<file path="src/rtl/core/assert_macros.svh">
// assertion macros of the cipher engine, used by bce_ctrl
// expects clk and rst_n in the scope of every use
`ifndef ASSERT_MACROS_SVH
`define ASSERT_MACROS_SVH
`ifndef SYNTHESIS
// same-cycle implication
`define BCE_ASSERT_NOW(label, ante, cons) \
    label: assert property (@(posedge clk) disable iff (!rst_n) (ante) |-> (cons)) \
        else $error("assertion failed");
// next-cycle implication
`define BCE_ASSERT_NEXT(label, ante, cons) \
    label: assert property (@(posedge clk) disable iff (!rst_n) (ante) |=> (cons)) \
        else $error("assertion failed");
`else
`define BCE_ASSERT_NOW(label, ante, cons)
`define BCE_ASSERT_NEXT(label, ante, cons)
`endif
`endif

</file>
<file path="src/rtl/core/bce_pkg.sv">
// shared types and constants of the blowfish cipher engine
// no dependencies
`default_nettype none
package bce_pkg;

    localparam int P_IDX_W   = 5;
    localparam int KEY_IDX_W = 4;
    localparam int S_ADDR_W  = 10;

    typedef enum logic [2:0] {
        ACT_LOAD_P   = 3'd0,
        ACT_LOAD_S   = 3'd1,
        ACT_LOAD_KEY = 3'd2,
        ACT_EXPAND   = 3'd3,
        ACT_ENCRYPT  = 3'd4,
        ACT_DECRYPT  = 3'd5
    } action_t;

    typedef enum logic [2:0] {
        ST_IDLE,
        ST_KXOR,
        ST_RA,
        ST_RB,
        ST_FIN,
        ST_SWR,
        ST_DONE
    } state_t;

    typedef enum logic [1:0] {
        MODE_BLOCK,
        MODE_EXP_P,
        MODE_EXP_S
    } mode_t;

    typedef struct packed {
        logic                 accept;
        logic                 load_in;
        logic                 zero_lr;
        logic                 kxor;
        logic                 round_a;
        logic                 round_b;
        logic                 dec;
        logic                 fin_out;
        logic                 done_out;
        logic                 p_wr_pair;
        logic                 s_wr_l;
        logic                 s_wr_r;
        logic [P_IDX_W-1:0]   p_sel;
        logic [KEY_IDX_W-1:0] k_sel;
        logic [S_ADDR_W-1:0]  s_addr;
    } bce_cmd_t;

    typedef struct packed {
        logic out_busy;
    } bce_status_t;

endpackage
`default_nettype wire

</file>
<file path="src/rtl/core/bce_ctrl.sv">
// sequencer of the cipher engine: rounds, key expansion, handshake
// depends on bce_pkg and assert_macros.svh
`default_nettype none
`include "assert_macros.svh"
module bce_ctrl #(
    parameter int ROUND_COUNT   = 16,
    parameter int MAX_KEY_WORDS = 14
) (
    input  wire                  clk,
    input  wire                  rst_n,
    input  wire                  s_tvalid,
    output logic                 s_tready,
    input  wire  [2:0]           action,
    input  wire                  cfg_we,
    input  wire  [3:0]           cfg_wdata,
    input  bce_pkg::bce_status_t status,
    output bce_pkg::bce_cmd_t    cmd
);
    import bce_pkg::*;

    localparam int PW = ROUND_COUNT + 2;
    localparam int RW = (ROUND_COUNT > 1) ? $clog2(ROUND_COUNT) : 1;

    state_t               state_reg, state_next;
    mode_t                mode_reg, mode_next;
    logic [RW-1:0]        round_reg, round_next;
    logic                 dec_reg, dec_next;
    logic [P_IDX_W-1:0]   pidx_reg, pidx_next;
    logic [KEY_IDX_W-1:0] kidx_reg, kidx_next;
    logic [8:0]           sidx_reg, sidx_next;
    logic [3:0]           kcount_reg;
    logic [3:0]           kcount;
    logic                 accept;
    logic [P_IDX_W:0]     pidx_plus2;
    logic                 fin_stall;

    // effective key word count
    always_comb
    begin
        if (kcount_reg == 4'd0)
            kcount = 4'd1;
        else if (kcount_reg > 4'(MAX_KEY_WORDS))
            kcount = 4'(MAX_KEY_WORDS);
        else
            kcount = kcount_reg;
    end

    assign s_tready   = (state_reg == ST_IDLE);
    assign accept     = s_tvalid && s_tready;
    assign pidx_plus2 = {1'b0, pidx_reg} + (P_IDX_W+1)'(2);
    assign fin_stall  = state_reg == ST_FIN && mode_reg == MODE_BLOCK && status.out_busy;

    always_ff @(posedge clk or negedge rst_n)
    begin
        if (!rst_n)
        begin
            state_reg  <= ST_IDLE;
            mode_reg   <= MODE_BLOCK;
            round_reg  <= '0;
            dec_reg    <= 1'b0;
            pidx_reg   <= '0;
            kidx_reg   <= '0;
            sidx_reg   <= '0;
            kcount_reg <= 4'd14;
        end
        else
        begin
            state_reg <= state_next;
            mode_reg  <= mode_next;
            round_reg <= round_next;
            dec_reg   <= dec_next;
            pidx_reg  <= pidx_next;
            kidx_reg  <= kidx_next;
            sidx_reg  <= sidx_next;
            if (cfg_we)
                kcount_reg <= cfg_wdata;
        end
    end

    always_comb
    begin
        state_next = state_reg;
        mode_next  = mode_reg;
        round_next = round_reg;
        dec_next   = dec_reg;
        pidx_next  = pidx_reg;
        kidx_next  = kidx_reg;
        sidx_next  = sidx_reg;
        cmd        = '0;
        cmd.accept = accept;
        cmd.dec    = dec_reg;
        cmd.k_sel  = kidx_reg;
        cmd.p_sel  = pidx_reg;
        cmd.s_addr = {sidx_reg, 1'b0};
        case (state_reg)
            ST_IDLE:
            begin
                if (accept)
                begin
                    if (action == ACT_ENCRYPT || action == ACT_DECRYPT)
                    begin
                        cmd.load_in = 1'b1;
                        dec_next    = (action == ACT_DECRYPT);
                        round_next  = '0;
                        mode_next   = MODE_BLOCK;
                        state_next  = ST_RA;
                    end
                    else if (action == ACT_EXPAND)
                    begin
                        cmd.zero_lr = 1'b1;
                        pidx_next   = '0;
                        kidx_next   = '0;
                        state_next  = ST_KXOR;
                    end
                end
            end
            ST_KXOR:
            begin
                cmd.kxor  = 1'b1;
                pidx_next = pidx_reg + P_IDX_W'(1);
                if (kidx_reg + KEY_IDX_W'(1) >= kcount)
                    kidx_next = '0;
                else
                    kidx_next = kidx_reg + KEY_IDX_W'(1);
                if (pidx_reg == P_IDX_W'(PW - 1))
                begin
                    pidx_next  = '0;
                    mode_next  = MODE_EXP_P;
                    round_next = '0;
                    dec_next   = 1'b0;
                    state_next = ST_RA;
                end
            end
            ST_RA:
            begin
                cmd.round_a = 1'b1;
                if (dec_reg)
                    cmd.p_sel = P_IDX_W'(ROUND_COUNT + 1) - P_IDX_W'(round_reg);
                else
                    cmd.p_sel = P_IDX_W'(round_reg);
                state_next = ST_RB;
            end
            ST_RB:
            begin
                cmd.round_b = 1'b1;
                if (round_reg == RW'(ROUND_COUNT - 1))
                    state_next = ST_FIN;
                else
                begin
                    round_next = round_reg + RW'(1);
                    state_next = ST_RA;
                end
            end
            ST_FIN:
            begin
                case (mode_reg)
                    MODE_BLOCK:
                    begin
                        if (!status.out_busy)
                        begin
                            cmd.fin_out = 1'b1;
                            state_next  = ST_IDLE;
                        end
                    end
                    MODE_EXP_P:
                    begin
                        cmd.p_wr_pair = 1'b1;
                        round_next    = '0;
                        state_next    = ST_RA;
                        if (pidx_plus2 >= (P_IDX_W+1)'(PW))
                        begin
                            mode_next = MODE_EXP_S;
                            sidx_next = '0;
                        end
                        else
                            pidx_next = pidx_plus2[P_IDX_W-1:0];
                    end
                    default:
                    begin
                        cmd.s_wr_l = 1'b1;
                        state_next = ST_SWR;
                    end
                endcase
            end
            ST_SWR:
            begin
                cmd.s_wr_r = 1'b1;
                cmd.s_addr = {sidx_reg, 1'b1};
                if (sidx_reg == 9'h1FF)
                    state_next = ST_DONE;
                else
                begin
                    sidx_next  = sidx_reg + 9'd1;
                    round_next = '0;
                    state_next = ST_RA;
                end
            end
            ST_DONE:
            begin
                if (!status.out_busy)
                begin
                    cmd.done_out = 1'b1;
                    state_next   = ST_IDLE;
                end
            end
            default:
            begin
                state_next = ST_IDLE;
            end
        endcase
    end

    `BCE_ASSERT_NEXT(a_enc_starts, accept && action == ACT_ENCRYPT, state_reg == ST_RA)
    `BCE_ASSERT_NOW(a_round_bound, state_reg == ST_RB, round_reg <= RW'(ROUND_COUNT - 1))
    `BCE_ASSERT_NEXT(a_fin_holds, fin_stall, state_reg == ST_FIN)
    `BCE_ASSERT_NOW(a_swr_mode, state_reg == ST_SWR, mode_reg == MODE_EXP_S)

endmodule
`default_nettype wire

</file>
<file path="config.mk">
export PLATFORM = sky130hd
export DESIGN_NAME = bce_ctrl
export DESIGN_NICKNAME = d
export VERILOG_FILES = /design/src/rtl/core/bce_pkg.sv /design/src/rtl/core/bce_ctrl.sv
export VERILOG_INCLUDE_DIRS = /design/src /design/src/rtl/core
export SDC_FILE = /design/constraint.sdc
export NUM_CORES = 1
export LEC_CHECK = 0
export BUFFER_PORTS_ARGS = -buffer_cell sky130_fd_sc_hd__clkbuf_2
export CELL_PAD_IN_SITES_DETAIL_PLACEMENT = 2
export CELL_PAD_IN_SITES_GLOBAL_PLACEMENT = 2
export CORE_UTILIZATION = 34
export CTS_CLUSTER_DIAMETER = 30
export DETAILED_ROUTE_END_ITERATION = 10
export PLACE_DENSITY_LB_ADDON = 0.1
export SETUP_SLACK_MARGIN = 0.3
export SLEW_MARGIN = 5
export SYNTH_ARGS = -nofsm -noshare
export SYNTH_HDL_FRONTEND = slang
export SYNTH_SLANG_ARGS = --single-unit
</file>
<file path="constraint.sdc">
create_clock -name clk -period 2.4 [get_ports clk]
set_input_delay 0.12 -clock clk [delete_from_list [all_inputs] [get_ports clk]]
set_output_delay 0.12 -clock clk [all_outputs]
set_load 0.01 [all_outputs]
</file>
### Word level (Yosys, flattened, before mapping)

Cells that the tools add are included.

* word-level logic and storage cells: 121
* register bits: 32
* input bits: 12

* mux-type cells: 63
* equal/unequal tests: 24
* add/subtract/negate cells: 6
* reductions and logical operators: 17
* magnitude comparators: 3

Operators by type and width (number)
* 2-to-1 mux 4 bit: 12
* 2-to-1 mux 5 bit: 8
* 2-to-1 mux 9 bit: 3
* 2-to-1 mux 3 bit: 7
* case mux 3 bit (7 select lines): 1
* case mux 4 bit (5 select lines): 1
* case mux 9 bit (2 select lines): 1
* 2-to-1 mux 1 bit: 17
* 2-to-1 mux 2 bit: 8
* equality test 3 bit, second input constant: 5
* case mux 5 bit (3 select lines): 1
* AND reduction 4 bit: 3
* AND reduction 6 bit: 2
* != test 2 x 1 -> 1 bit, second input constant: 5
* != test 2 bit, second input constant: 5
* adder 9 x 1 -> 9 bit, second input constant: 1
* equality test 3 x 2 -> 1 bit, second input constant: 3
* equality test 9 bit, second input constant: 1
* adder 4 x 1 -> 4 bit, second input constant: 2
* case mux 4 bit (2 select lines): 1
* AND reduction 7 bit: 1
* adder 5 x 2 -> 6 bit, second input constant: 1
* >= comparator 6 x 5 -> 1 bit, second input constant: 1
* case mux 2 bit (3 select lines): 1
* 21 further kinds: 22

### Depth between registers and ports, before layout

Gate-level depths: netlist of the first run.

* depth after elaboration: 6
* depth in mapped cells: 9
* mapped depth without buffers: 9

### Worst setup path before layout of the first run

OpenSTA, ideal clock, no wires.

* kind: reg2reg
* from: register kcount_reg[2]
* to: register kidx_reg[0]
* required time: 2335 ps
* arrival: 1856 ps
* slack: 479 ps
* period minus slack after synthesis: 1921 ps
* stages on the path, launching flop included: 10
* buffers on the path: 0
* library setup time: 65 ps
* path through: dfstp_2 > inv_1 > o21ai_0 > a21oi_1 > ha_1 > nand2b_1 > a21o_1 > a21o_1 > a21oi_1 > mux2_2

* word-level cells in the longest chain between the ends: 6
* elaborated cells on any way between the ends: 7
* classes of those cells: order compare: 2; mux: 4; reduce/logical: 1

Ends and longest elaborated chain
* from (decl): line bce_ctrl.sv:31 `logic [3:0] kcount_reg;`
* from (signal assigned): line bce_ctrl.sv:76 `kcount_reg <= cfg_wdata;`
* > comparator 4 bit: line bce_ctrl.sv:42 `else if (kcount_reg > 4'(MAX_KEY_WORDS))`
* 2-to-1 mux 4 bit: line bce_ctrl.sv:42
* 2-to-1 mux 4 bit *: line bce_ctrl.sv:40 `if (kcount_reg == 4'd0)`
* >= comparator 4 bit *: line bce_ctrl.sv:121 `if (kidx_reg + KEY_IDX_W'(1) >= kcount)`
* 2-to-1 mux 4 bit *: line bce_ctrl.sv:121
* case mux 4 bit (2 select lines) *: line bce_ctrl.sv:95 `case (state_reg)`
* to (signal assigned): line bce_ctrl.sv:73 `kidx_reg <= kidx_next;`
* to (decl): line bce_ctrl.sv:29 `logic [KEY_IDX_W-1:0] kidx_reg, kidx_next;`

Mark *: on every way between the ends. The rest lies on a longest branch, timed or not.
A chain may end at the register's enable or synchronous reset.

### Worst setup path after layout of the first run

* from: register pidx_reg[1]
* to: register sidx_reg[0]

* word-level cells in the longest chain between the ends: 4

Ends and longest elaborated chain
* from (decl): line bce_ctrl.sv:28 `logic [P_IDX_W-1:0] pidx_reg, pidx_next;`
* from (signal assigned): line bce_ctrl.sv:72 `pidx_reg <= pidx_next;`
* adder 5 x 2 -> 6 bit: line bce_ctrl.sv:50 `assign pidx_plus2 = {1'b0, pidx_reg} + (P_IDX_W+1)'(2);`
* >= comparator 6 x 5 -> 1 bit: line bce_ctrl.sv:170 `if (pidx_plus2 >= (P_IDX_W+1)'(PW))`
* != test 2 x 1 -> 1 bit (no line)
* AND reduction 4 bit (no line)
* to (signal assigned): line bce_ctrl.sv:74 `sidx_reg <= sidx_next;`
* to (decl): line bce_ctrl.sv:30 `logic [8:0] sidx_reg, sidx_next;`

No other way between the ends.

==> summary.txt, run 1 <==
Outcome
  • Status: finished clean

Place
  • IO buf count: between 40 and 50
  • Post-Place Worst Slack: 0.282 ns
  • RePlAce Congestion: roughly 0.8
  • Cell area after placement: 2530 µm²
  • DP HPWL: 4790 µm

STA
  • # setup viols final: 0
  • Final Cycle Share: 84.3%
  • Setup TNS: 0 ns
  • Min Hold Slack: around 0.038 ns
  • Worst Clk Skew: 0.00480 ns
  • Max_slew headroom: between 40% and 50%
  • Count of final hold-check violations: 0
  • Final critical-path required period: about 2 ns
  • RSZ-0062 raised after global routing: false
  • Fmax achieved: just under 0.5 GHz
  • Worst-Margin Slew: just under 0.9 ns
  • Count of pins over their slew limit: 0
  • Final setup margin: 0.376 ns

Routing
  • Vias: approximately 2000
  • Number of DRC markers in iteration 0: 62
  • DR vias/cell: 5.42
  • DRC: 0
  • Post-DRT Antenna Nets: 0
  • DR WL/cell: ~17 µm
  • Final WL: around 6400 µm
  • DR pass1 iterations: 4

Clock network
  • CTS root buffer: clkbuf_8
  • Num CTS Buffers: 5
  • Clock Sinks: 32
  • Worst-skew pair later-pin latency: 0.29 ns
  • CTS H-tree depth: 2
  • Max Buffers Root-to-Sink: 2
  • Clock transition at path regs: ~0.07 ns
  • CTS tree: built

Global route
  • Initial antenna violation count: 0
  • Grt ovf: 0
  • First-pass GRT wire length: 10600 µm
  • Number of global-route vias before repair: about 2100
  • Total GRT Usage: 19.0%
  • Largest net degree at the start of global routing: 33

Synthesis
  • Synth warn: 0
  • Sequential area share after synthesis: 35.4%
  • Avg Cell Area, Syn: 9.39 µm²
  • Ys flop type: dfrtp_1
  • Mapped Area: roughly 2300 µm²
  • Synth area leaders: dfrtp_1 (32%), ha_1 (7.7%), nand2_1 (4.0%), dfstp_2 (3.5%), o21ai_0 (3.1%)
  • Seq cells post-synth: 32
  • Synth Net Count: about 270
  • Post-synth cell types: 64
  • Yosys top cell area share: a little under a third
  • Synth area leader: dfrtp_1
  • Post-synth EDFFs: 0
  • Ys async rst share: 100%
  • Cells after synthesis: between 200 and 250

Layout
  • Final Cell Area: ~2700 µm²
  • Max reg flops: 9
  • Layout cell share with drive strength beyond 1: 33.1%
  • Antenna cell count: 0
  • # fillers: ~730
  • Area Growth Syn to Fin: 19.2%
  • Total area of sequential cells: slightly above 800 µm²
  • Post-Route Utilization: between 40% and 50%
  • Final nets: around 320
  • Area of the multi-input gates: approximately 1400 µm²

Setup path
  • CP Capture Type: flip-flop
  • CP arrival: 2.20 ns
  • CP required: between 2 and 3 ns
  • CP Class: flip-flop to flip-flop
  • Crit-path max FO: 6
  • Crit start category: flip-flop

Power
  • Leak: 1.28 nW
  • Power density over the cells: just under 1000 nW/µm²
  • Worst VDD drop: 0.448 mV

Die
  • IO Count: between 40 and 50
  • Initial Util: between 30% and 40%
  • Die area: 7010 µm²
  • Die Width: between 80 and 90 µm
  • Placeable Area: 6390 µm²
  • Row count: 29
  • Die height: 83.8 µm

Run
  • Max Cap Violations: 0

Worst hold path
  • Hold WC Path Type: primary input to flip-flop
worst paths after layout:
check | end | slack [ns] | cells past startpoint | start
worst max-delay path | sidx_reg[0]$_DFFE_PN0P_ | 0.38 | 6 | pidx_reg[1]$_DFFE_PN0P_
worst min-delay path | kcount_reg[3]$_DFFE_PN1P_ | 0.04 | 3 | cfg_wdata[3]
worst max register to register | sidx_reg[0]$_DFFE_PN0P_ | 0.38 | 6 | pidx_reg[1]$_DFFE_PN0P_
worst min register to register | kcount_reg[1]$_DFFE_PN1P_ | 0.53 | 2 | kcount_reg[1]$_DFFE_PN1P_
max in group asynchronous | state_reg[0]$_DFFE_PN0P_ | 1.30 | 2 | rst_n
min in group asynchronous | pidx_reg[1]$_DFFE_PN0P_ | 0.48 | 2 | rst_n
through the flow:
stage	std cells	power, mW
floorplan	242	1.71
global placement	355	2.07
detailed placement	355	2.10
CTS	364	2.66
global route	367	2.86
finish	367	2.65
cells by family after synthesis:
kind of cell	after synthesis	synth area share (%)
simple gates	92	24.1
compound gates	59	18.3
flops	32	35.4
buf+inv	27	6.28
fa+ha+maj	14	7.71
xor+xnor	9	3.47
mux	9	4.68
synth_stat cells, drive strengths merged, types with 3 or more instances:
cell type  number
nand4           3
a21o            5
buf            10
inv            15
nand2b          9
a22o            4
nand3           8
mux2            7
xnor2           4
nor2b           4
nor3            3
xor2            5
nor3b           4
and3            6
ha             14
nor2           18
nand2          24
dfstp           3
o21ai          15
dfrtp          29
a31oi           3
a21oi          13
worst max-delay path, cell delays in order, from the launching register on:
cell      delay, ns
dfrtp_1        0.46
ha_1           0.28
and3b_1        0.20
o211ai_2       0.25
a41o_1         0.22
nand4b_1       0.18
mux2_2         0.32
what timing repair did:
action / 4_1_cts / 5_1_grt
setup buffers: 0 / 3
hold endpoints to repair: 29 / 0
hold buffers: 1 / 0
pin swaps: 0 / 3
resized for setup: 3 / 11
endpoints found under the setup margin: 4 / 15
placed cells by master (no fill, tap or decap), types with 6 or more instances in the layout:
| cell type | count |
|---|---|
| o21ai_0 | 13 |
| nand2_1 | 24 |
| buf_4 | 8 |
| dfrtp_1 | 23 |
| nor2_1 | 14 |
| ha_1 | 12 |
| dfrtp_2 | 6 |
| nand3_1 | 8 |
| nand2b_1 | 9 |
| a21oi_1 | 11 |
| clkbuf_2 | 43 |
| inv_1 | 15 |
power breakdown:
part / switching [mW] / leakage [nW] / internal, mW
Clock: 0.218 / 0.0552 / 0.308
Sequential: 0.204 / 0.412 / 0.650
Combinational: 0.697 / 0.814 / 0.569
per-layer routing:
metal | vias to the layer above | global-route usage [%] | part of all wire (%) | wire, µm
met5 | - | 0 | 0 | 0
met4 | 0 | 5.08 | 1.1 | 70
met3 | 7 | 3.36 | 3.2 | 203
met2 | 34 | 31.7 | 49 | 3160
met1 | 989 | 25.3 | 46 | 2950
li1 | 960 | - | - | -
cell type report:
cell class	instances	share of cell area, %
clock inverter	2	1.29
tap	77	3.56
timing repair buffer	52	10.5
sequential	32	30.0
inverter	15	2.08
multi-input combinational	183	49.9
clock buffer	6	2.68
Note: power is estimated with default switching activity, not from simulation.
==> inputs of run 2 (changes only) <==
--- a/config.mk
+++ b/config.mk
@@ -6,10 +6,11 @@
 export SDC_FILE = /design/constraint.sdc
 export NUM_CORES = 1
 export LEC_CHECK = 0
+export ABC_AREA = 1
 export BUFFER_PORTS_ARGS = -buffer_cell sky130_fd_sc_hd__clkbuf_2
 export CELL_PAD_IN_SITES_DETAIL_PLACEMENT = 2
 export CELL_PAD_IN_SITES_GLOBAL_PLACEMENT = 2
-export CORE_UTILIZATION = 34
+export CORE_UTILIZATION = 33
 export CTS_CLUSTER_DIAMETER = 30
 export DETAILED_ROUTE_END_ITERATION = 10
 export PLACE_DENSITY_LB_ADDON = 0.1
==> constraint.sdc (replaced) <==
create_clock -name clk -period 1.9 [get_ports clk]
set_input_delay 0.095 -clock clk [delete_from_list [all_inputs] [get_ports clk]]
set_output_delay 0.095 -clock clk [all_outputs]
set_load 0.01 [all_outputs]
==> run 2 against run 1 <==
The run now ends with setup timing left. Register-to-register slack worse by 0.39 ns. Count of clock-buffer cells in the layout increased by 2. Sequential power fell by 18%. Power shrank 47%. Worst setup slack got worse by 0.39 ns. Non-clock buffer count is 62 higher.
==> summary.txt, run 2 <==
Routing
  • Vias: 2665 (was 1990)
  • DR WL/cell: 24.5 µm (was 17.4 µm)
  • Final WL: 12600 µm (was 6380 µm)
  • Number of DRC markers in iteration 0: 68 (was 62)
  • DR vias/cell: 5.18 (was 5.42)
  • Post-DRT Antenna Nets: 0 (unchanged)
  • DR pass1 iterations: 4 (unchanged)
  • DRC: 0 (unchanged)

Place
  • IO buf count: 43 (unchanged)
  • RePlAce Congestion: 0.737 (was 0.790)
  • DP HPWL: 5520 µm (was 4790 µm)
  • Post-Place Worst Slack: 0.0314 ns (was 0.282 ns)

Layout
  • Most frequent cells in the layout: buf_4 (54), nand2_1 (52), clkbuf_2 (36) (was clkbuf_2 (43), nand2_1 (24), dfrtp_1 (23))
  • Commonest non-fill, non-tap cell in the layout: buf_4 (was clkbuf_2)
  • Area Growth Syn to Fin: 55.9% (was 19.2%)
  • Layout cell share with drive strength beyond 1: 59.6% (was 33.1%)
  • Total area of sequential cells: 818 µm² (was 812 µm²)
  • Max reg flops: 9 (unchanged)
  • Area of the multi-input gates: 1760 µm² (was 1350 µm²)
  • # fillers: 754 (was 732)
  • Final nets: 443 (was 315)
  • Antenna cell count: 0 (unchanged)

Global route
  • Grt ovf: 0 (unchanged)
  • Largest net degree at the start of global routing: 33 (unchanged)
  • Number of global-route vias before repair: 2891 (was 2057)
  • Initial antenna violation count: 0 (unchanged)
  • Total GRT Usage: 26.5% (was 19.0%)
  • First-pass GRT wire length: 15300 µm (was 10600 µm)

Clock network
  • CTS root buffer: clkbuf_8 (unchanged)
  • Clock transition at path regs: 0.07 ns (about the same)
  • Num CTS Buffers: 5 (unchanged)
  • Max Buffers Root-to-Sink: 2 (unchanged)
  • CTS tree: built (unchanged)
  • CTS H-tree depth: 2 (unchanged)
  • Clock Sinks: 32 (unchanged)
  • Worst-skew pair later-pin latency: 0.31 ns (was 0.29 ns)

Setup path
  • Reg-to-reg endpoint: kidx_reg[3]$_DFFE_PN0P_ (was sidx_reg[0]$_DFFE_PN0P_)
  • Worst R2R Setup Slack: -0.01 ns (was 0.38 ns)
  • Crit start category: flip-flop (unchanged)
  • Worst Setup SP: kcount_reg[3]$_DFFE_PN1P_ (was pidx_reg[1]$_DFFE_PN0P_)
  • Crit-path max FO: 3 (was 6)
  • FF-to-FF path depth: 11 (was 6)
  • CP Class: flip-flop to flip-flop (unchanged)
  • CP Capture Type: flip-flop (unchanged)
  • CP required: 2.13 ns (was 2.58 ns)
  • Setup crit end: kidx_reg[3]$_DFFE_PN0P_ (was sidx_reg[0]$_DFFE_PN0P_)
  • RR Startpoint: kcount_reg[3]$_DFFE_PN1P_ (was pidx_reg[1]$_DFFE_PN0P_)
  • CP arrival: 2.14 ns (was 2.20 ns)

Die
  • Die height: 88.0 µm (was 83.8 µm)
  • IO Count: 44 (unchanged)
  • Placeable Area: 6980 µm² (was 6390 µm²)
  • Row count: 30 (was 29)
  • Initial Util: 35.0% (was 35.6%)
  • Die Width: 88.0 µm (was 83.8 µm)
  • Die area: 7740 µm² (was 7010 µm²)

Power
  • Total power: 1.41 mW (was 2.65 mW)
  • Power density over the cells: 369 nW/µm² (was 977 nW/µm²)
  • Leak: 1.80 nW (was 1.28 nW)
  • Worst VDD drop: 0.288 mV (was 0.448 mV)

Synthesis
  • Synth area leader: dfrtp_1 (unchanged)
  • Synth warn: 0 (unchanged)
  • Top-count cell post-synth: nand2_1 (was dfrtp_1)
  • Avg Cell Area, Syn: 7.95 µm² (was 9.39 µm²)
  • Ys async rst share: 100% (unchanged)
  • Mapped Area: 2440 µm² (was 2270 µm²)
  • Most frequent cells after synthesis: nand2_1 (77), inv_1 (30), dfrtp_1 (29), nand3_1 (23), ha_1 (14) (was dfrtp_1 (29), nand2_1 (24), inv_1 (15), nor2_1 (15))
  • Synth Net Count: 333 (was 268)
  • Ys flop type: dfrtp_1 (unchanged)
  • Yosys top cell area share: 29.7% (was 31.9%)
  • Cells after synthesis: 307 (was 242)
  • Post-synth EDFFs: 0 (unchanged)
  • Post-synth cell types: 41 (was 64)
  • Sequential area share after synthesis: 33.0% (was 35.4%)
  • Synth area leaders: dfrtp_1 (30%), nand2_1 (12%), ha_1 (7.2%), nand3_1 (4.7%), inv_1 (4.6%) (was dfrtp_1 (32%), ha_1 (7.7%), nand2_1 (4.0%), dfstp_2 (3.5%), o21ai_0 (3.1%))
  • Seq cells post-synth: 32 (unchanged)

Run
  • Max Cap Violations: 0 (unchanged)

STA
  • Final Cycle Share: 101% (was 84.3%)
  • Worst-Margin Slew: 0.456 ns (was 0.882 ns)
  • Count of pins over their slew limit: 0 (unchanged)
  • # setup viols final: 1 (was 0)
  • Fmax achieved: 0.523 GHz (was 0.494 GHz)
  • RSZ-0062 raised after global routing: true (was false)
  • Max_slew headroom: 69.6% (was 41.2%)
  • Final setup margin: -0.0106 ns (was 0.376 ns)
  • Final critical-path required period: 1.91 ns (was 2.02 ns)
  • Worst Clk Skew: 0.0116 ns (was 0.00480 ns)
  • Count of final hold-check violations: 0 (unchanged)

Outcome
  • Failing checks: setup timing
  • Status: complete, but fails checks (was finished clean)

Worst hold path
  • Hold WC Path Type: primary input to flip-flop (unchanged)
## run 2: cell count changes in the layout (fill, tap and decap cells not counted), sizes merged, moves of 5 or more
| cell | before | now |
|---|---|---|
| a21o | 5 | 0 |
| a21oi | 13 | 8 |
| and3 | 6 | 0 |
| buf | 8 | 76 |
| inv | 15 | 37 |
| mux2 | 7 | 1 |
| nand2 | 24 | 89 |
| nand2b | 9 | 0 |
| nand3 | 8 | 26 |
| o21ai | 15 | 31 |
| or2 | 0 | 6 |
## run 2: worst min-delay path by stage
stage / startpoint / to / slack, ns / cells after the start
finish: cfg_wdata[2] / kcount_reg[2]$_DFFE_PN1P_ / 0.02 / 3
detailed placement: rst_n / round_reg[2]$_DFFE_PN0P_ / 0.16 / 2
global route: cfg_wdata[1] / kcount_reg[1]$_DFFE_PN1P_ / 0.05 / 3
floorplan: rst_n / dec_reg$_DFFE_PN0P_ / -0.20 / 0
CTS: cfg_wdata[2] / kcount_reg[2]$_DFFE_PN1P_ / 0.009 / 3
global placement: rst_n / round_reg[2]$_DFFE_PN0P_ / 0.16 / 2
## run 2: stage by stage
step	TNS [ns]	util [%]	hold slack, ns	std cells	instance area, µm²
after CTS	0	46.5	0.00860	491	3240
after global routing	-0.316	54.5	0.0520	514	3810
final	-0.0106	54.5	0.0246	514	3810
after detailed placement	0	39.5	0.159	444	2760
after floorplan	0	-	-0.201	307	2460
after global placement	0	39.5	0.161	444	2760
## run 2: per-layer routing
layer | share of wire [%] | track usage, % | vias up
met3 | 3.2 | 5.00 | 29
met1 | 43 | 31.3 | 1355
met2 | 51 | 48.3 | 69
met5 | 0 | 0 | -
met4 | 2.6 | 7.90 | 0
li1 | - | - | 1212
## run 2: repair_timing
| action | in CTS | in global routing |
|---|---|---|
| gates cloned | 0 | 1 |
| hold buffers | 1 | 0 |
| endpoints found under the setup margin | 41 | 41 |
| endpoints found under the hold margin | 29 | 0 |
| gates resized for setup | 38 | 100 |
| pin swaps | 13 | 29 |
| setup buffers | 38 | 22 |
## run 2: critical path, cell delays in order, from the launching register on
cell and delay, ns:
dfstp_2 0.56, inv_2 0.06, a31oi_2 0.15, a31oi_1 0.06
ha_1 0.34, o21ai_2 0.15, nand2_1 0.09, nand2_1 0.07
nand2_1 0.06, nand2_2 0.09, nand3_1 0.10, o21ai_1 0.12
## run 2: kinds of logic after synthesis
family	synth area share, %
multiplexers	0.461
AO/OA/AOI/OAI	12.0
flip-flops	33.0
AND/OR/NAND/NOR	33.8
buffers and inverters	10.4
adder cells (fa/ha/maj)	7.18
XOR/XNOR	3.23
## run 2: cell type report
type	instances	share of cell area, %
inverter	38	4.47
sequential	32	21.5
tap	96	3.16
multi-input combinational	226	46.3
clock buffer	8	2.37
timing repair buffer	114	22.2
## run 2: where the power goes
part / total, mW / switching [mW] / leakage [nW] / internal, mW
Clock: 0.595 / 0.299 / 0.0455 / 0.296
Sequential: 0.702 / 0.00851 / 0.366 / 0.693
Combinational: 0.110 / 0.0684 / 1.39 / 0.0413
==> inputs of run 3 (changes only) <==
--- a/config.mk
+++ b/config.mk
@@ -13,6 +13,7 @@
 export CORE_UTILIZATION = 33
 export CTS_CLUSTER_DIAMETER = 30
 export DETAILED_ROUTE_END_ITERATION = 10
+export GPL_TIMING_DRIVEN = 0
 export PLACE_DENSITY_LB_ADDON = 0.1
 export SETUP_SLACK_MARGIN = 0.3
 export SLEW_MARGIN = 5
==> run 3 against run 2 <==
The run now fails in 5_1_grt. Synthesized cell count unchanged. Synthesized area unchanged.
==> summary.txt, run 3 <==
Synthesis
  • Seq cells post-synth: 32 (unchanged)
  • Synth Net Count: 333 (unchanged)
  • Avg Cell Area, Syn: 7.95 µm² (unchanged)
  • Post-synth EDFFs: 0 (unchanged)
  • Yosys top cell area share: 29.7% (unchanged)
  • Synth area leaders: dfrtp_1 (30%), nand2_1 (12%), ha_1 (7.2%), nand3_1 (4.7%), inv_1 (4.6%) (unchanged)
  • Ys async rst share: 100% (unchanged)
  • Sequential area share after synthesis: 33.0% (unchanged)
  • Cells after synthesis: 307 (unchanged)
  • Post-synth cell types: 41 (unchanged)
  • Synth warn: 0 (unchanged)
  • Synth area leader: dfrtp_1 (unchanged)
  • Ys flop type: dfrtp_1 (unchanged)
  • Top-count cell post-synth: nand2_1 (unchanged)
  • Mapped Area: 2440 µm² (unchanged)
  • Most frequent cells after synthesis: nand2_1 (77), inv_1 (30), dfrtp_1 (29), nand3_1 (23), ha_1 (14) (unchanged)

Place
  • RePlAce Congestion: 0.765 (was 0.737)
  • Cells after DPL: 446 (was 444)
  • DP HPWL: 5750 µm (was 5520 µm)
  • Post-Place Worst Slack: 0.0140 ns (was 0.0314 ns)
  • IO buf count: 43 (unchanged)

Clock network
  • Clock Sinks: 32 (unchanged)
  • CTS H-tree depth: 2 (unchanged)
  • Num CTS Buffers: 5 (unchanged)
  • Max Buffers Root-to-Sink: 2 (unchanged)
  • CTS root buffer: clkbuf_8 (unchanged)

Die
  • Die height: 88.0 µm (unchanged)
  • Die Width: 88.0 µm (unchanged)
  • Row count: 30 (unchanged)
  • IO Count: 44 (unchanged)
  • Initial Util: 35.0% (unchanged)

Outcome
  • Stage where the run ended: 5_1_grt
  • Status: did not finish (was complete, but fails checks)
  • Halt Reason: [ERROR DPL-0033] detailed placement checks failed during check placement.

STA
  • Worst ep type: sequential cell input
  • Worst_ep grt: kidx_reg[2]$_DFFE_PN0P_/D

Global route
  • Initial antenna violation count: 0
  • Largest net degree at the start of global routing: 33
## run 3: cell counts after synthesis
No cell type changed its count.
## run 3: kinds of logic after synthesis
kind of cell	count (synthesis)	synth area share, %
fa+ha+maj	14	7.18
compound gates	46	12.0
simple gates	156	33.8
mux	1	0.461
flops	32	33.0
buf+inv	49	10.4
xor+xnor	9	3.23
## run 3: what timing repair did
item | in CTS
pin swaps | 25
buffers inserted | 31
hold endpoints to repair | 29
hold buffers | 1
gates resized for setup | 51
gates cloned | 1
endpoints found under the setup margin | 34
## run 3: per-stage QoR
step	util (%)	instance area, µm²
global placement	40.0	2790
floorplan	-	2460
CTS	48.2	3360
detailed placement	40.0	2790
==> inputs of run 4 (changes only) <==
--- a/config.mk
+++ b/config.mk
@@ -8,14 +8,10 @@
 export LEC_CHECK = 0
 export ABC_AREA = 1
 export BUFFER_PORTS_ARGS = -buffer_cell sky130_fd_sc_hd__clkbuf_2
-export CELL_PAD_IN_SITES_DETAIL_PLACEMENT = 2
-export CELL_PAD_IN_SITES_GLOBAL_PLACEMENT = 2
-export CORE_UTILIZATION = 33
-export CTS_CLUSTER_DIAMETER = 30
+export CORE_UTILIZATION = 22
 export DETAILED_ROUTE_END_ITERATION = 10
 export GPL_TIMING_DRIVEN = 0
-export PLACE_DENSITY_LB_ADDON = 0.1
-export SETUP_SLACK_MARGIN = 0.3
+export PLACE_DENSITY_LB_ADDON = 0.15
 export SLEW_MARGIN = 5
 export SYNTH_ARGS = -nofsm -noshare
 export SYNTH_HDL_FRONTEND = slang
==> run 4 against run 3 <==
The flow now finishes without violations.
==> summary.txt, run 4 (synthesized netlist as in run 2, its figures left out) <==
STA
  • Final setup margin: roughly 0.14 ns
  • Final critical-path required period: between 1.5 and 2 ns
  • Max_slew headroom: between 40% and 50%
  • # setup viols final: 0
  • Setup TNS: 0 ns
  • Count of pins over their slew limit: 0
  • Min Hold Slack: about 0.030 ns
  • Fmax achieved: about 0.57 GHz
  • Count of final hold-check violations: 0
  • Worst-Margin Slew: 0.879 ns
  • Worst Clk Skew: between 0.006 and 0.007 ns
  • Final Cycle Share: 92.8%

Setup path
  • FF-to-FF path depth: 11
  • CP max-delay cell: dfrtp_1
  • Reg-to-reg endpoint: sidx_reg[3]$_DFFE_PN0P_
  • CP arrival: slightly below 2 ns
  • Crit-path max FO: 6
  • CP Cell Sequence: ha_2, nand3_2, nor2_2, nand2_2, nor2_2, ha_2, a21oi_4, nand3_4, buf_12, nand2_1, o21ai_2
  • Max incr delay on CP: between 0.3 and 0.4 ns
  • CP required: roughly 2.1 ns
  • Crit start category: flip-flop
  • CP Class: flip-flop to flip-flop
  • Worst R2R Setup Slack: ~0.14 ns
  • RR Startpoint: sidx_reg[0]$_DFFE_PN0P_
  • CP Capture Type: flip-flop

Routing
  • DR vias/cell: between 4 and 5
  • Final WL: approximately 6200 µm
  • DR pass1 iterations: 4
  • Number of DRC markers in iteration 0: between 50 and 60
  • Vias: between 2000 and 2500
  • Post-DRT Antenna Nets: 0
  • DR WL/cell: between 10 and 15 µm
  • DRC: 0

Layout
  • Antenna cell count: 0
  • Area Growth Syn to Fin: 27.5%
  • Layout cell share with drive strength beyond 1: between 30 and 40%
  • Max reg flops: 9
  • Most frequent cells in the layout: nand2_1 (74), clkbuf_2 (43), inv_1 (28), dfrtp_1 (28), nand3_1 (22)
  • Final nets: a little under 400
  • Area of the multi-input gates: 1430 µm²
  • # fillers: approximately 1200
  • Commonest non-fill, non-tap cell in the layout: nand2_1
  • Total area of sequential cells: 806 µm²

Outcome
  • Status: finished clean (was did not finish)

Global route
  • Largest net degree at the start of global routing: 33
  • Number of global-route vias before repair: roughly 2200
  • First-pass GRT wire length: 10400 µm
  • Total GRT Usage: around 12%
  • Grt ovf: 0
  • Initial antenna violation count: 0

Clock network
  • Max Buffers Root-to-Sink: 2 (unchanged)
  • CTS root buffer: clkbuf_8 (unchanged)
  • Clock transition at path regs: ~0.08 ns
  • Num CTS Buffers: 5 (unchanged)
  • CTS H-tree depth: 2 (unchanged)
  • Clock Sinks: 32 (unchanged)
  • CTS tree: built
  • Worst-skew pair later-pin latency: around 0.29 ns

Worst hold path
  • Hold Path Origin: cfg_wdata[0]
  • Hold Path End: kcount_reg[0]$_DFFE_PN0P_
  • Hold WC Path Type: primary input to flip-flop
  • Hold Crit Depth: 2

Place
  • Post-Place Worst Slack: -0.102 ns (was 0.0140 ns)
  • IO buf count: 43 (unchanged)
  • RePlAce Congestion: 0.784 (was 0.765)
  • DP HPWL: 4650 µm (was 5750 µm)

Die
  • Placeable Area: about 11000 µm²
  • Die area: ~12000 µm²
  • Initial Util: 22.5% (was 35.0%)
  • Die Width: 107 µm (was 88.0 µm)
  • Row count: 38 (was 30)
  • IO Count: 44 (unchanged)
  • Die height: 107 µm (was 88.0 µm)

Run
  • Max Cap Violations: 0

Power
  • Power density over the cells: approximately 430 nW/µm²
  • Leak: between 1.5 and 2 nW
  • Worst VDD drop: roughly 0.24 mV
==> run 4: how the worst max path moves through the flow <==
stage,to,startpoint,cells past startpoint,slack (ns)
2_1_floorplan,sidx_reg[7]$_DFFE_PN0P_,sidx_reg[0]$_DFFE_PN0P_,11,0.09
3_3_place_gp,sidx_reg[7]$_DFFE_PN0P_,sidx_reg[0]$_DFFE_PN0P_,11,-0.09
3_5_place_dp,sidx_reg[7]$_DFFE_PN0P_,sidx_reg[0]$_DFFE_PN0P_,11,-0.10
4_1_cts,sidx_reg[7]$_DFFE_PN0P_,sidx_reg[0]$_DFFE_PN0P_,11,0.009
5_1_grt,kidx_reg[0]$_DFFE_PN0P_,kcount_reg[1]$_DFFE_PN1P_,11,-0.001
6_report,sidx_reg[3]$_DFFE_PN0P_,sidx_reg[0]$_DFFE_PN0P_,11,0.14
==> run 4: repair_timing <==
item | in CTS | in global routing
buffers inserted | 5 | 3
gates cloned | 0 | 1
endpoints found under the hold margin | 32 | 0
resized for setup | 0 | 17
setup endpoints to repair | 12 | 21
pin swaps | 2 | 8
hold buffers | 4 | 0
==> run 4: layer usage <==
| metal | vias up | track usage (%) | share of wire [%] |
|---|---|---|---|
| li1 | 1120 | - | - |
| met1 | 979 | 15.1 | 49 |
| met2 | 42 | 18.4 | 45 |
| met3 | 10 | 2.85 | 4.4 |
| met4 | 0 | 4.01 | 1.6 |
| met5 | - | 0 | 0 |
==> run 4: worst max-delay path: cells and delay by family, from the launching register on <==
family	cells	cell delay, ns
fa+ha+maj	2	0.41
simple gates	6	0.45
flops	1	0.39
buf+inv	1	0.17
compound gates	2	0.22
==> run 4: power breakdown <==
| group | internal, mW | leakage, nW | switching, mW | total, mW |
|---|---|---|---|---|
| Sequential | 0.693 | 0.376 | 0.00399 | 0.697 |
| Clock | 0.290 | 0.0510 | 0.288 | 0.578 |
| Combinational | 0.0287 | 1.07 | 0.0457 | 0.0744 |
==> run 4: layout make-up <==
type / count / area share, %
Multi-Input combinational cell: 226 / 45.9
Sequential cell: 32 / 25.9
Timing Repair Buffer: 56 / 11.3
Inverter: 38 / 4.90
Clock buffer: 6 / 2.65
Buffer: 11 / 3.38
Clock inverter: 2 / 0.322
Tap cell: 140 / 5.63
==> run 4: metrics by stage <==
step	cells	utilization (%)	area [µm²]	power, mW
final	511	28.7	3110	1.35
after global routing	511	28.7	3110	1.42
after CTS	507	27.8	3010	1.38
after detailed placement	490	26.1	2830	0.777
after global placement	490	26.1	2830	0.776
after floorplan	307	-	2440	0.738
